$ cat src/rtl/core/pnm_pkg.sv
// Package for the PNM body pixel decoder: format and register codes, FSM states, divider request, constants.
// No dependencies.
package pnm_pkg;

    localparam int MaxDimension = 32767;

    typedef enum logic [2:0] {
        FMT_P6 = 3'd0,
        FMT_P5 = 3'd1,
        FMT_P4 = 3'd2,
        FMT_P3 = 3'd3,
        FMT_P2 = 3'd4,
        FMT_P1 = 3'd5
    } pnm_format_t;

    typedef enum logic [1:0] {
        REG_FORMAT = 2'd0,
        REG_WIDTH  = 2'd1,
        REG_HEIGHT = 2'd2,
        REG_MAXVAL = 2'd3
    } pnm_reg_t;

    typedef enum logic [2:0] {
        ST_IDLE,
        ST_DIV,
        ST_BITS,
        ST_OUT
    } pnm_state_t;

    typedef struct packed {
        logic        start;
        logic [23:0] dividend;
        logic [15:0] divisor;
    } pnm_div_req_t;

endpackage

$ cat src/rtl/core/pnm_divider.sv
// Shared restoring divider, one quotient bit per cycle, for ASCII scaling.
// Depends on pnm_pkg.
module pnm_divider
    import pnm_pkg::*;
(
    input  logic         clk,
    input  logic         rst_n,
    input  pnm_div_req_t req,
    output logic         done,
    output logic [23:0]  quotient
);

    logic [23:0] quot_reg, quot_next;
    logic [15:0] rem_reg, rem_next;
    logic [15:0] dsr_reg, dsr_next;
    logic [4:0]  cnt_reg, cnt_next;
    logic        busy_reg, busy_next;
    logic [16:0] trial;

    always_comb
    begin
        quot_next = quot_reg;
        rem_next  = rem_reg;
        dsr_next  = dsr_reg;
        cnt_next  = cnt_reg;
        busy_next = busy_reg;
        done      = 1'b0;
        trial     = '0;
        if (req.start)
        begin
            quot_next = req.dividend;
            rem_next  = '0;
            dsr_next  = req.divisor;
            cnt_next  = 5'd0;
            busy_next = 1'b1;
        end
        else if (busy_reg)
        begin
            trial = {rem_reg, quot_reg[23]};
            if (trial >= {1'b0, dsr_reg})
            begin
                rem_next  = 16'(trial - {1'b0, dsr_reg});
                quot_next = {quot_reg[22:0], 1'b1};
            end
            else
            begin
                rem_next  = trial[15:0];
                quot_next = {quot_reg[22:0], 1'b0};
            end
            cnt_next = cnt_reg + 5'd1;
            if (cnt_reg == 5'd23)
            begin
                busy_next = 1'b0;
            end
        end
        else
        begin
            done = (cnt_reg == 5'd24);
        end
    end

    always_ff @(posedge clk or negedge rst_n)
    begin
        if (!rst_n)
        begin
            busy_reg <= 1'b0;
            cnt_reg  <= '0;
        end
        else
        begin
            busy_reg <= busy_next;
            cnt_reg  <= (done) ? 5'd0 : cnt_next;
        end
    end

    always_ff @(posedge clk)
    begin
        quot_reg <= quot_next;
        rem_reg  <= rem_next;
        dsr_reg  <= dsr_next;
    end

    assign quotient = quot_reg;

endmodule

$ cat src/rtl/core/pnm_body_pixel_decoder.sv
// Top level of the PNM body pixel decoder: sequencer, pixel assembly, output register.
// Depends on pnm_pkg and pnm_divider.
//
// One body byte is taken per transfer on s_axis and decoded pixels leave on m_axis, one per
// transfer, with tlast on the final pixel. A binary P6 or P5 byte is taken in ST_IDLE and
// decoded in ST_OUT. A bitmap byte is unpacked one bit per cycle, while the output can take
// a pixel, up to the row end or its last bit. A digit is taken in ST_IDLE and accumulated in
// ST_OUT; a terminator of an ASCII number whose max value is not 255 goes through the shared
// bit-serial divider in ST_DIV. The input is not ready while a byte is being worked on or
// while a pixel waits in the output register.
module pnm_body_pixel_decoder
    import pnm_pkg::*;
#(
    parameter int MAX_DIMENSION = MaxDimension
)
(
    input  logic        clk,
    input  logic        rst_n,
    input  logic        s_axis_tvalid,
    output logic        s_axis_tready,
    input  logic [7:0]  s_axis_tdata,   // [7:0] body_byte
    output logic        m_axis_tvalid,
    input  logic        m_axis_tready,
    output logic [23:0] m_axis_tdata,   // [7:0] red, [15:8] green, [23:16] blue
    output logic        m_axis_tlast,   // last_pixel
    input  logic        cfg_valid,
    output logic        cfg_ready,
    input  logic [1:0]  cfg_index,
    input  logic [15:0] cfg_data
);

    logic [2:0]  fmt_reg;
    logic [14:0] width_reg, height_reg;
    logic [15:0] maxv_reg;

    pnm_state_t  state_reg, state_next;
    logic [29:0] emitted_reg, emitted_next;
    logic [1:0]  slot_reg, slot_next;
    logic [7:0]  hred_reg, hred_next, hgrn_reg, hgrn_next;
    logic [14:0] col_reg, col_next;
    logic [15:0] acc_reg, acc_next;
    logic        innum_reg, innum_next, done_reg, done_next;
    logic [7:0]  byte_reg, byte_next;
    logic [2:0]  bit_reg, bit_next;
    logic        ov_reg, ov_next, olast_reg, olast_next;
    logic [23:0] odata_reg, odata_next;

    logic [29:0] total;
    logic [15:0] emax;
    logic [2:0]  rot;
    logic [7:0]  bsamp;
    logic [19:0] acc10;
    logic [23:0] scaled;
    logic [7:0]  asamp;
    logic        div_done;
    logic [23:0] quotient;
    pnm_div_req_t div_req;

    assign cfg_ready     = 1'b1;
    assign s_axis_tready = (state_reg == ST_IDLE) && !ov_reg;
    assign m_axis_tvalid = ov_reg;
    assign m_axis_tdata  = odata_reg;
    assign m_axis_tlast  = olast_reg;

    always_comb
    begin
        if (width_reg == 15'd0 || height_reg == 15'd0 ||
            {17'd0, width_reg} > MAX_DIMENSION || {17'd0, height_reg} > MAX_DIMENSION)
        begin
            total = '0;
        end
        else
        begin
            total = 30'(width_reg * height_reg);
        end
        emax = (maxv_reg == 16'd0) ? 16'd1 : maxv_reg;
        if (emax <= 16'd1)       rot = 3'd7;
        else if (emax <= 16'd3)  rot = 3'd6;
        else if (emax <= 16'd7)  rot = 3'd5;
        else if (emax <= 16'd15) rot = 3'd4;
        else if (emax <= 16'd31) rot = 3'd3;
        else if (emax <= 16'd63) rot = 3'd2;
        else                     rot = 3'd1;
        bsamp  = (emax >= 16'd255) ? byte_reg : 8'(byte_reg << rot);
        acc10  = {acc_reg, 3'd0} + {3'd0, acc_reg, 1'b0} + 20'(byte_reg[3:0]);
        scaled = (emax == 16'd255) ? {8'd0, acc_reg} : quotient;
        asamp  = (scaled > 24'd255) ? 8'd255 : scaled[7:0];
    end

    pnm_divider u_div (
        .clk      (clk),
        .rst_n    (rst_n),
        .req      (div_req),
        .done     (div_done),
        .quotient (quotient)
    );

    always_comb
    begin
        logic [7:0] comp;
        logic       emit;
        logic       got;
        logic [7:0] pv;
        state_next   = state_reg;
        emitted_next = emitted_reg;
        slot_next    = slot_reg;
        hred_next    = hred_reg;
        hgrn_next    = hgrn_reg;
        col_next     = col_reg;
        acc_next     = acc_reg;
        innum_next   = innum_reg;
        done_next    = done_reg;
        byte_next    = byte_reg;
        bit_next     = bit_reg;
        ov_next      = ov_reg && !m_axis_tready;
        olast_next   = olast_reg;
        odata_next   = odata_reg;
        div_req.start    = 1'b0;
        div_req.dividend = {acc_reg, 8'd0} - {8'd0, acc_reg};
        div_req.divisor  = emax;
        comp = '0;
        emit = 1'b0;
        got  = 1'b0;
        pv   = '0;
        unique case (state_reg)
            ST_IDLE:
            begin
                if (s_axis_tvalid && s_axis_tready)
                begin
                    byte_next = s_axis_tdata;
                    bit_next  = '0;
                    if (!done_reg && total != 30'd0)
                    begin
                        state_next = (fmt_reg == FMT_P4) ? ST_BITS : ST_OUT;
                    end
                end
            end
            ST_OUT:
            begin
                state_next = ST_IDLE;
                case (fmt_reg)
                    FMT_P6:
                    begin
                        got  = 1'b1;
                        comp = bsamp;
                    end
                    FMT_P5:
                    begin
                        emit = 1'b1;
                        pv   = bsamp;
                    end
                    FMT_P3, FMT_P2:
                    begin
                        if (byte_reg >= 8'h30 && byte_reg <= 8'h39)
                        begin
                            acc_next   = (acc10 > 20'hFFFF) ? 16'hFFFF : acc10[15:0];
                            innum_next = 1'b1;
                        end
                        else
                        begin
                            if (innum_reg && emax != 16'd255)
                            begin
                                div_req.start = 1'b1;
                                state_next    = ST_DIV;
                            end
                            else
                            begin
                                if (innum_reg)
                                begin
                                    got  = (fmt_reg == FMT_P3);
                                    emit = (fmt_reg == FMT_P2);
                                    comp = asamp;
                                    pv   = asamp;
                                end
                                acc_next   = '0;
                                innum_next = 1'b0;
                            end
                        end
                    end
                    default:
                    begin
                    end
                endcase
            end
            ST_DIV:
            begin
                if (div_done)
                begin
                    state_next = ST_IDLE;
                    got  = (fmt_reg == FMT_P3);
                    emit = (fmt_reg == FMT_P2);
                    comp = asamp;
                    pv   = asamp;
                    acc_next   = '0;
                    innum_next = 1'b0;
                end
            end
            ST_BITS:
            begin
                if (!ov_next)
                begin
                    if (col_reg < width_reg && !done_reg)
                    begin
                        emit = 1'b1;
                        pv   = byte_reg[3'd7 - bit_reg] ? 8'd0 : 8'd255;
                    end
                    bit_next = bit_reg + 3'd1;
                    if ({1'b0, col_reg} + 16'd1 >= {1'b0, width_reg})
                    begin
                        col_next   = '0;
                        state_next = ST_IDLE;
                    end
                    else
                    begin
                        col_next = col_reg + 15'd1;
                        if (bit_reg == 3'd7)
                        begin
                            state_next = ST_IDLE;
                        end
                    end
                end
            end
            default:
            begin
                state_next = ST_IDLE;
            end
        endcase
        if (got)
        begin
            if (slot_reg == 2'd0)
            begin
                hred_next = comp;
                slot_next = 2'd1;
            end
            else if (slot_reg == 2'd1)
            begin
                hgrn_next = comp;
                slot_next = 2'd2;
            end
            else
            begin
                slot_next  = 2'd0;
                emit       = 1'b1;
                odata_next = {comp, hgrn_reg, hred_reg};
            end
        end
        else
        begin
            odata_next = emit ? {pv, pv, pv} : odata_reg;
        end
        if (emit)
        begin
            if (done_reg || emitted_reg >= total)
            begin
                done_next  = 1'b1;
                odata_next = odata_reg;
            end
            else
            begin
                emitted_next = emitted_reg + 30'd1;
                ov_next      = 1'b1;
                olast_next   = (emitted_reg + 30'd1 == total);
                if (emitted_reg + 30'd1 == total)
                begin
                    done_next = 1'b1;
                end
            end
        end
    end

    always_ff @(posedge clk or negedge rst_n)
    begin
        if (!rst_n)
        begin
            fmt_reg     <= FMT_P6;
            width_reg   <= 15'd1;
            height_reg  <= 15'd1;
            maxv_reg    <= 16'd255;
            state_reg   <= ST_IDLE;
            emitted_reg <= '0;
            slot_reg    <= '0;
            hred_reg    <= '0;
            hgrn_reg    <= '0;
            col_reg     <= '0;
            acc_reg     <= '0;
            innum_reg   <= 1'b0;
            done_reg    <= 1'b0;
            ov_reg      <= 1'b0;
        end
        else
        begin
            state_reg   <= state_next;
            emitted_reg <= emitted_next;
            slot_reg    <= slot_next;
            hred_reg    <= hred_next;
            hgrn_reg    <= hgrn_next;
            col_reg     <= col_next;
            acc_reg     <= acc_next;
            innum_reg   <= innum_next;
            done_reg    <= done_next;
            ov_reg      <= ov_next;
            if (cfg_valid && cfg_ready)
            begin
                unique case (pnm_reg_t'(cfg_index))
                    REG_FORMAT: fmt_reg    <= cfg_data[2:0];
                    REG_WIDTH:  width_reg  <= cfg_data[14:0];
                    REG_HEIGHT: height_reg <= cfg_data[14:0];
                    REG_MAXVAL: maxv_reg   <= cfg_data;
                    default:    fmt_reg    <= fmt_reg;
                endcase
            end
        end
    end

    always_ff @(posedge clk)
    begin
        byte_reg  <= byte_next;
        bit_reg   <= bit_next;
        odata_reg <= odata_next;
        olast_reg <= olast_next;
    end

endmodule
$ cat config.mk
export PLATFORM = sky130hd
export DESIGN_NAME = pnm_body_pixel_decoder
export DESIGN_NICKNAME = d
export VERILOG_FILES = /design/src/rtl/core/pnm_pkg.sv /design/src/rtl/core/pnm_divider.sv /design/src/rtl/core/pnm_body_pixel_decoder.sv
export SDC_FILE = /design/constraint.sdc
export NUM_CORES = 1
export LEC_CHECK = 0
export BUFFER_PORTS_ARGS = -buffer_cell sky130_fd_sc_hd__buf_4
export CAP_MARGIN = 30
export CORE_UTILIZATION = 59
export DETAILED_ROUTE_END_ITERATION = 12
export GPL_ROUTABILITY_DRIVEN = 0
export GPL_TIMING_DRIVEN = 0
export HOLD_SLACK_MARGIN = 0.12
export PLACE_DENSITY = 0.8
export SYNTH_ARGS = -nofsm -noshare
export SYNTH_HDL_FRONTEND = slang
export SYNTH_SLANG_ARGS = --single-unit
$ cat constraint.sdc
create_clock -name clk -period 8.4 [get_ports clk]
set_input_delay 1.68 -clock clk [delete_from_list [all_inputs] [get_ports clk]]
set_output_delay 1.68 -clock clk [all_outputs]
set_load 0.01 [all_outputs]
== After elaboration in Yosys (flattened, before gate mapping) ==
Index checks and enable logic that the tools add are counted.
W data, S select, Z words.
Word-level totals
  input bits: 31
  output and inout port bits: 28
  logic and storage cells: 213
  register bits after elaboration: 232
Operators by class
  muxes and demuxes: 95
  reductions and logical operators: 39
  shift-type cells: 1
  equality and inequality tests: 25
  multipliers: 1
  $lt $le $gt $ge: 16
  bitwise gates (word level): 3
  $add $sub $neg: 10
Operators with widths (number)
  $mux W24: 9
  $mux W16: 7
  $mux W8: 9
  $pmux W8 S2: 3
  $mux W1: 36
  $mux W3: 12
  $pmux W16 S2: 1
  $add A30 B1 Y30 const B: 1
  $eq A30 B30 Y1: 1
  $ge A30 B30 Y1: 1
  $logic_not A15 Y1: 2
  $mul A15 B15 Y30: 1
  $mux W30: 1
  $reduce_bool A30 Y1: 1
  $gt A24 B8 Y1 const B: 1
  $pmux W8 S3: 1
  $sub A24 B16 Y24: 1
  $add A19 B17 Y20: 1
  $add A20 B4 Y20: 1
  $gt A20 B16 Y1 const B: 1
  $reduce_and A2 Y1: 9
  $ge A17 B16 Y1: 1
  $add A15 B1 Y16 const B: 1
  $eq A16 B8 Y1 const B: 1
  other kinds (49): 87

== Depth between registers and ports, before layout ==
  word-level depth: 18
  gate-level depth with buffers: 35
  gate-level depth less buffers: 32

== Modules after synthesis ==
From an unflattened synthesis, not the netlist that was laid out.
Second synthesis, totals
  cell total of the unflattened synthesis: 2459
  area, all modules: 23123.4 um^2
Modules (own cells, without submodules)
  pnm_body_pixel_decoder: sequential area each 4421.7 um^2, instances 1, cells each 2155, area each 19787.7 um^2
  pnm_divider: sequential area each 1671.6 um^2, instances 1, cells each 304, area each 3335.7 um^2

== Least setup slack after synthesis ==
OpenSTA, ideal clock, no wires.
  path type: flip-flop to flip-flop
  from: register width_reg[5]
  to: register odata_reg[0], in the netlist m_axis_tdata[0] (enable)
  arrival time: 8.632 ns
  stages on the path, launching flop included: 31
  buffers on the path: 4
  library setup time: 0.405 ns
  required time: 7.995 ns
  period minus slack after synthesis: 9.037 ns
  path slack: -0.637 ns
  path through: dfrtp_1 clkbuf_1 clkbuf_1 nand2_1 fa_1 fa_1 fa_1 fa_1 fa_1 fa_1 inv_1 ha_1 buf_2 and4_1 a31o_1 nor3b_2 a21oi_1 or4_1 nand3_2 ha_1 a21o_1 a21o_1 a21o_1 a21o_1 a21oi_1 nor2b_1 o21a_1 nor3_1 o211ai_2 clkbuf_1 nor2_1
Between the ends
  longest elaborated chain between the ends: 9
  elaborated cells on any way between the ends: 15
  classes of those cells: mul (1); order compare (2); eq/ne (1); mux (7); reduce/logical (4)
RTL lines
  start: declaration: line pnm_body_pixel_decoder.sv:33  | logic [14:0] width_reg, height_reg;
  start signal: assignment: line pnm_body_pixel_decoder.sv:306  | REG_WIDTH: width_reg <= cfg_data[14:0];
  branches (longest 8 deep; another with $mul A15 B15 Y30)
  $ne A2 B2 Y1 (no source line) *
  end signal: assignment: line pnm_body_pixel_decoder.sv:319  | odata_reg <= odata_next;
  end: declaration: line pnm_body_pixel_decoder.sv:46  | logic [23:0] odata_reg, odata_next;
Every way passes the cells marked *.
A chain may end at the register's enable or synchronous reset.

== Worst setup path in the final report ==
  from: register height_reg[0]
  to: register odata_reg[22], in the netlist m_axis_tdata[22] (enable)
Between the ends
  longest elaborated chain between the ends: 6
  elaborated cells on any way between the ends: 7
  classes of those cells: mul (1); order compare (1); eq/ne (1); mux (1); reduce/logical (3)
RTL lines
  start: declaration: line pnm_body_pixel_decoder.sv:33
  start signal: assignment: line pnm_body_pixel_decoder.sv:307  | REG_HEIGHT: height_reg <= cfg_data[14:0];
  branches (longest 2 deep; another with $mul A15 B15 Y30)
  $mux W30 *: line pnm_body_pixel_decoder.sv:67  | if (width_reg == 15'd0 || height_reg == 15'd0 ||
  $ge A30 B30 Y1 *: line pnm_body_pixel_decoder.sv:253  | if (done_reg || emitted_reg >= total)
  $logic_or A1 B1 Y1 *: line pnm_body_pixel_decoder.sv:253
  $ne A2 B2 Y1 (no source line) *
Marked as above.

==> flow_metrics.env <==
export IMPL_totalWireLength_um=63600
export IMPL_critPathLaunchType="register"
export IMPL_die_area_mm2=0.0399
export IMPL_synth_area_mm2=0.0231
export IMPL_async_reset_ff_frac=0.602
export IMPL_synth_edf_count=76
export IMPL_slew_headroom=0.325
export IMPL_finalHoldViolations=0
export IMPL_fin_nets=3060
export IMPL_wl_per_cell_um=20.0
export IMPL_viasPerCell=6.21
export IMPL_die_h_um=200
export IMPL_ctsHoldBuffers=0
export IMPL_cp_slowest_stage_delay_ns=0.68
export IMPL_clk_pin_slew_ns=0.06
export IMPL_status="finished, final reports clean"
export IMPL_crit_type="register to register"
export IMPL_grt_overflow=0
export IMPL_cts_tree="yes"
export IMPL_grt_max_degree=83
export IMPL_port_buffers=57
export IMPL_crit_fanout=6
export IMPL_fmax_ghz=0.120
export IMPL_cts_buffer_depth=3
export IMPL_cap_violations=0
export IMPL_grt_antenna_before_repair=1
export IMPL_cts_inserted_buffers=26
export IMPL_cp_required_ns=8.66
export IMPL_synth_flop_cell="dfrtp_1"
export IMPL_clock_skew_ns=0.0106
export IMPL_period_share=0.988
export IMPL_final_setup_worst_slack_ns=0.100
export IMPL_syn_inst=2506
export IMPL_ant_nets=0
export IMPL_worstMarginPinSlew_ns=1.01
export IMPL_hpwl_um=47800
export IMPL_avgSynthCellArea_um2=9.21
export IMPL_initial_core_util=0.597
export IMPL_synthesis_nets=2928
export IMPL_core_area_mm2=0.0386
export IMPL_ys_ff_latch=231
export IMPL_num_vias=19736
export IMPL_largest_reg_flops=30
export IMPL_final_core_util=0.673
export IMPL_syn2layout_area_growth_pct=12.7
export IMPL_grtUsageTotal=0.324
export IMPL_setup_violations=0
export IMPL_final_max_slew_viol_count=0
export IMPL_dieWidth_um=200
export IMPL_drc=0
export IMPL_h_tree_depth=1
export IMPL_fin_crit_ns=8.30
export IMPL_crit_slowest_cell="dfstp_4"
export IMPL_ys_types=99
export IMPL_worstHoldPathType="register to register"
export IMPL_clock_latency_ns=0.54
export IMPL_drt_iter0_drc=1918
export IMPL_first_pass_iters=6
export IMPL_grt_pass1_wl_um=102000
export IMPL_ys_seq_area_frac=0.264
export IMPL_grt_pass1_vias=19710
export IMPL_ios=59
export IMPL_clock_sinks=231
export IMPL_fp_row_count=72
export IMPL_yosys_warnings=0
export IMPL_dp_slack_ns=-1.63
export IMPL_crit_arrival_ns=8.56
export IMPL_cts_root_buf="clkbuf_16"
export IMPL_final_layout_size_suffix_gt1_frac=0.148
export IMPL_crit_path_end_kind="register"
==> final cells by class <==
type / instances / area (um2)
Antenna cell: 1 / 2.50
Buffer: 101 / 568
Clock buffer: 39 / 731
Clock inverter: 9 / 78.8
Fill cell: 2890 / 12600
Inverter: 225 / 845
Multi-Input combinational cell: 1929 / 16000
Sequential cell: 231 / 6130
Tap cell: 518 / 648
Timing Repair Buffer: 124 / 1020
==> worst paths after layout <==
| check | from | end | slack [ns] | depth (start not counted) |
|---|---|---|---|---|
| max in group asynchronous | rst_n | emitted_reg[8]$_DFFE_PN0P_ | 6.38 | 2 |
| worst min register to register | u_div.rem_reg[15]$_SDFFE_PP0P_ | u_div.rem_reg[15]$_SDFFE_PP0P_ | 0.49 | 2 |
| worst max register to register | height_reg[0]$_DFFE_PN1P_ | m_axis_tdata[22]$_DFFE_PP_ | 0.10 | 31 |
| worst max-delay path | height_reg[0]$_DFFE_PN1P_ | m_axis_tdata[22]$_DFFE_PP_ | 0.10 | 31 |
| worst min-delay path | u_div.rem_reg[15]$_SDFFE_PP0P_ | u_div.rem_reg[15]$_SDFFE_PP0P_ | 0.49 | 2 |
| min in group asynchronous | rst_n | height_reg[10]$_DFFE_PN0P_ | 1.17 | 1 |
==> cells in the final DEF (no fill, tap or decap), drive strengths merged, types with 7 or more instances in the layout <==
cell | netlist | routed
inv | 225 | 225
o21ai | 120 | 120
nor4 | 28 | 28
mux2i | 12 | 12
and2 | 104 | 104
or2 | 10 | 10
ha | 221 | 221
dfxtp | 16 | 16
xnor2 | 79 | 79
nor3 | 47 | 47
edfxtp | 76 | 76
o41ai | 7 | 7
nand3 | 61 | 61
o31ai | 11 | 11
dfrtp | 129 | 129
o211ai | 11 | 11
nor2 | 119 | 120
a31o | 13 | 13
clkbuf | 103 | 112
fa | 170 | 170
or3 | 20 | 20
xor2 | 56 | 56
a211oi | 16 | 16
a22oi | 17 | 17
a31oi | 18 | 18
and3 | 17 | 17
dfstp | 10 | 10
a21o | 63 | 63
nand2b | 27 | 27
nand4 | 48 | 48
nor3b | 10 | 10
nand2 | 319 | 319
nor2b | 20 | 20
buf | 19 | 151
mux2 | 62 | 62
o21a | 24 | 24
a21oi | 103 | 103
==> cells by family after synthesis <==
family | share of synthesized area
AND/OR/NAND/NOR | 0.185
other | 0.000162
adder cells (fa/ha/maj) | 0.267
flip-flops | 0.264
multiplexers | 0.0384
AO/OA/AOI/OAI | 0.135
buffers and inverters | 0.0576
XOR/XNOR | 0.0526
==> timing repair <==
item,in CTS,in global routing
pin swaps,7,50
setup endpoints to repair,57,57
buffers inserted,29,32
gates resized for setup,96,75
gates cloned,1,1
==> routing by layer <==
layer	up-vias	GRT usage	share of wire
met3	204	0.0785	0.10
li1	8930	-	-
met2	1016	0.514	0.46
met1	9586	0.428	0.40
met4	0	0.127	0.041
met5	-	0	0
==> cells in the mapped netlist (all sizes together), types with 17 or more instances <==
cell / n / area share
nand2: 319 / 0.052
inv: 225 / 0.037
ha: 221 / 0.12
fa: 170 / 0.15
dfrtp: 129 / 0.14
o21ai: 120 / 0.026
nor2: 119 / 0.019
and2: 104 / 0.028
a21oi: 103 / 0.022
clkbuf: 103 / 0.017
xnor2: 79 / 0.030
edfxtp: 76 / 0.099
a21o: 63 / 0.020
mux2: 62 / 0.030
nand3: 61 / 0.014
xor2: 56 / 0.021
nand4: 48 / 0.014
nor3: 47 / 0.012
nor4: 28 / 0.0085
nand2b: 27 / 0.0073
o21a: 24 / 0.0078
nor2b: 20 / 0.0054
or3: 20 / 0.0054
buf: 19 / 0.0042
a31oi: 18 / 0.0049
a22oi: 17 / 0.0055
and3: 17 / 0.0046
==> stage by stage <==
step / hold WS [ns] / TNS (ns) / cell area [um2] / cells
2_1_floorplan: 0.446 / 0 / 23100 / 2506
3_3_place_gp: 0.459 / -60.22 / 24200 / 3081
3_5_place_dp: 0.476 / -67.05 / 24200 / 3086
4_1_cts: 0.486 / 0 / 25500 / 3150
5_1_grt: 0.510 / -1.81 / 26000 / 3176
6_report: 0.490 / 0 / 26000 / 3177
==> critical path, delay by kind of cell (launching register included) <==
| family | cells | cell delay (ns) |
|---|---|---|
| and+or+nand+nor | 6 | 0.77 |
| AOI/OAI and AO/OA | 10 | 1.74 |
| buffers and inverters | 6 | 0.87 |
| adders and majority gates | 8 | 3.65 |
| xor gates and xnor gates | 1 | 0.28 |
| DFF | 1 | 0.68 |
Power is left out: the tool's default activity adds up to more than one toggle a clock period on the data nets, which glitch-free logic cannot reach.
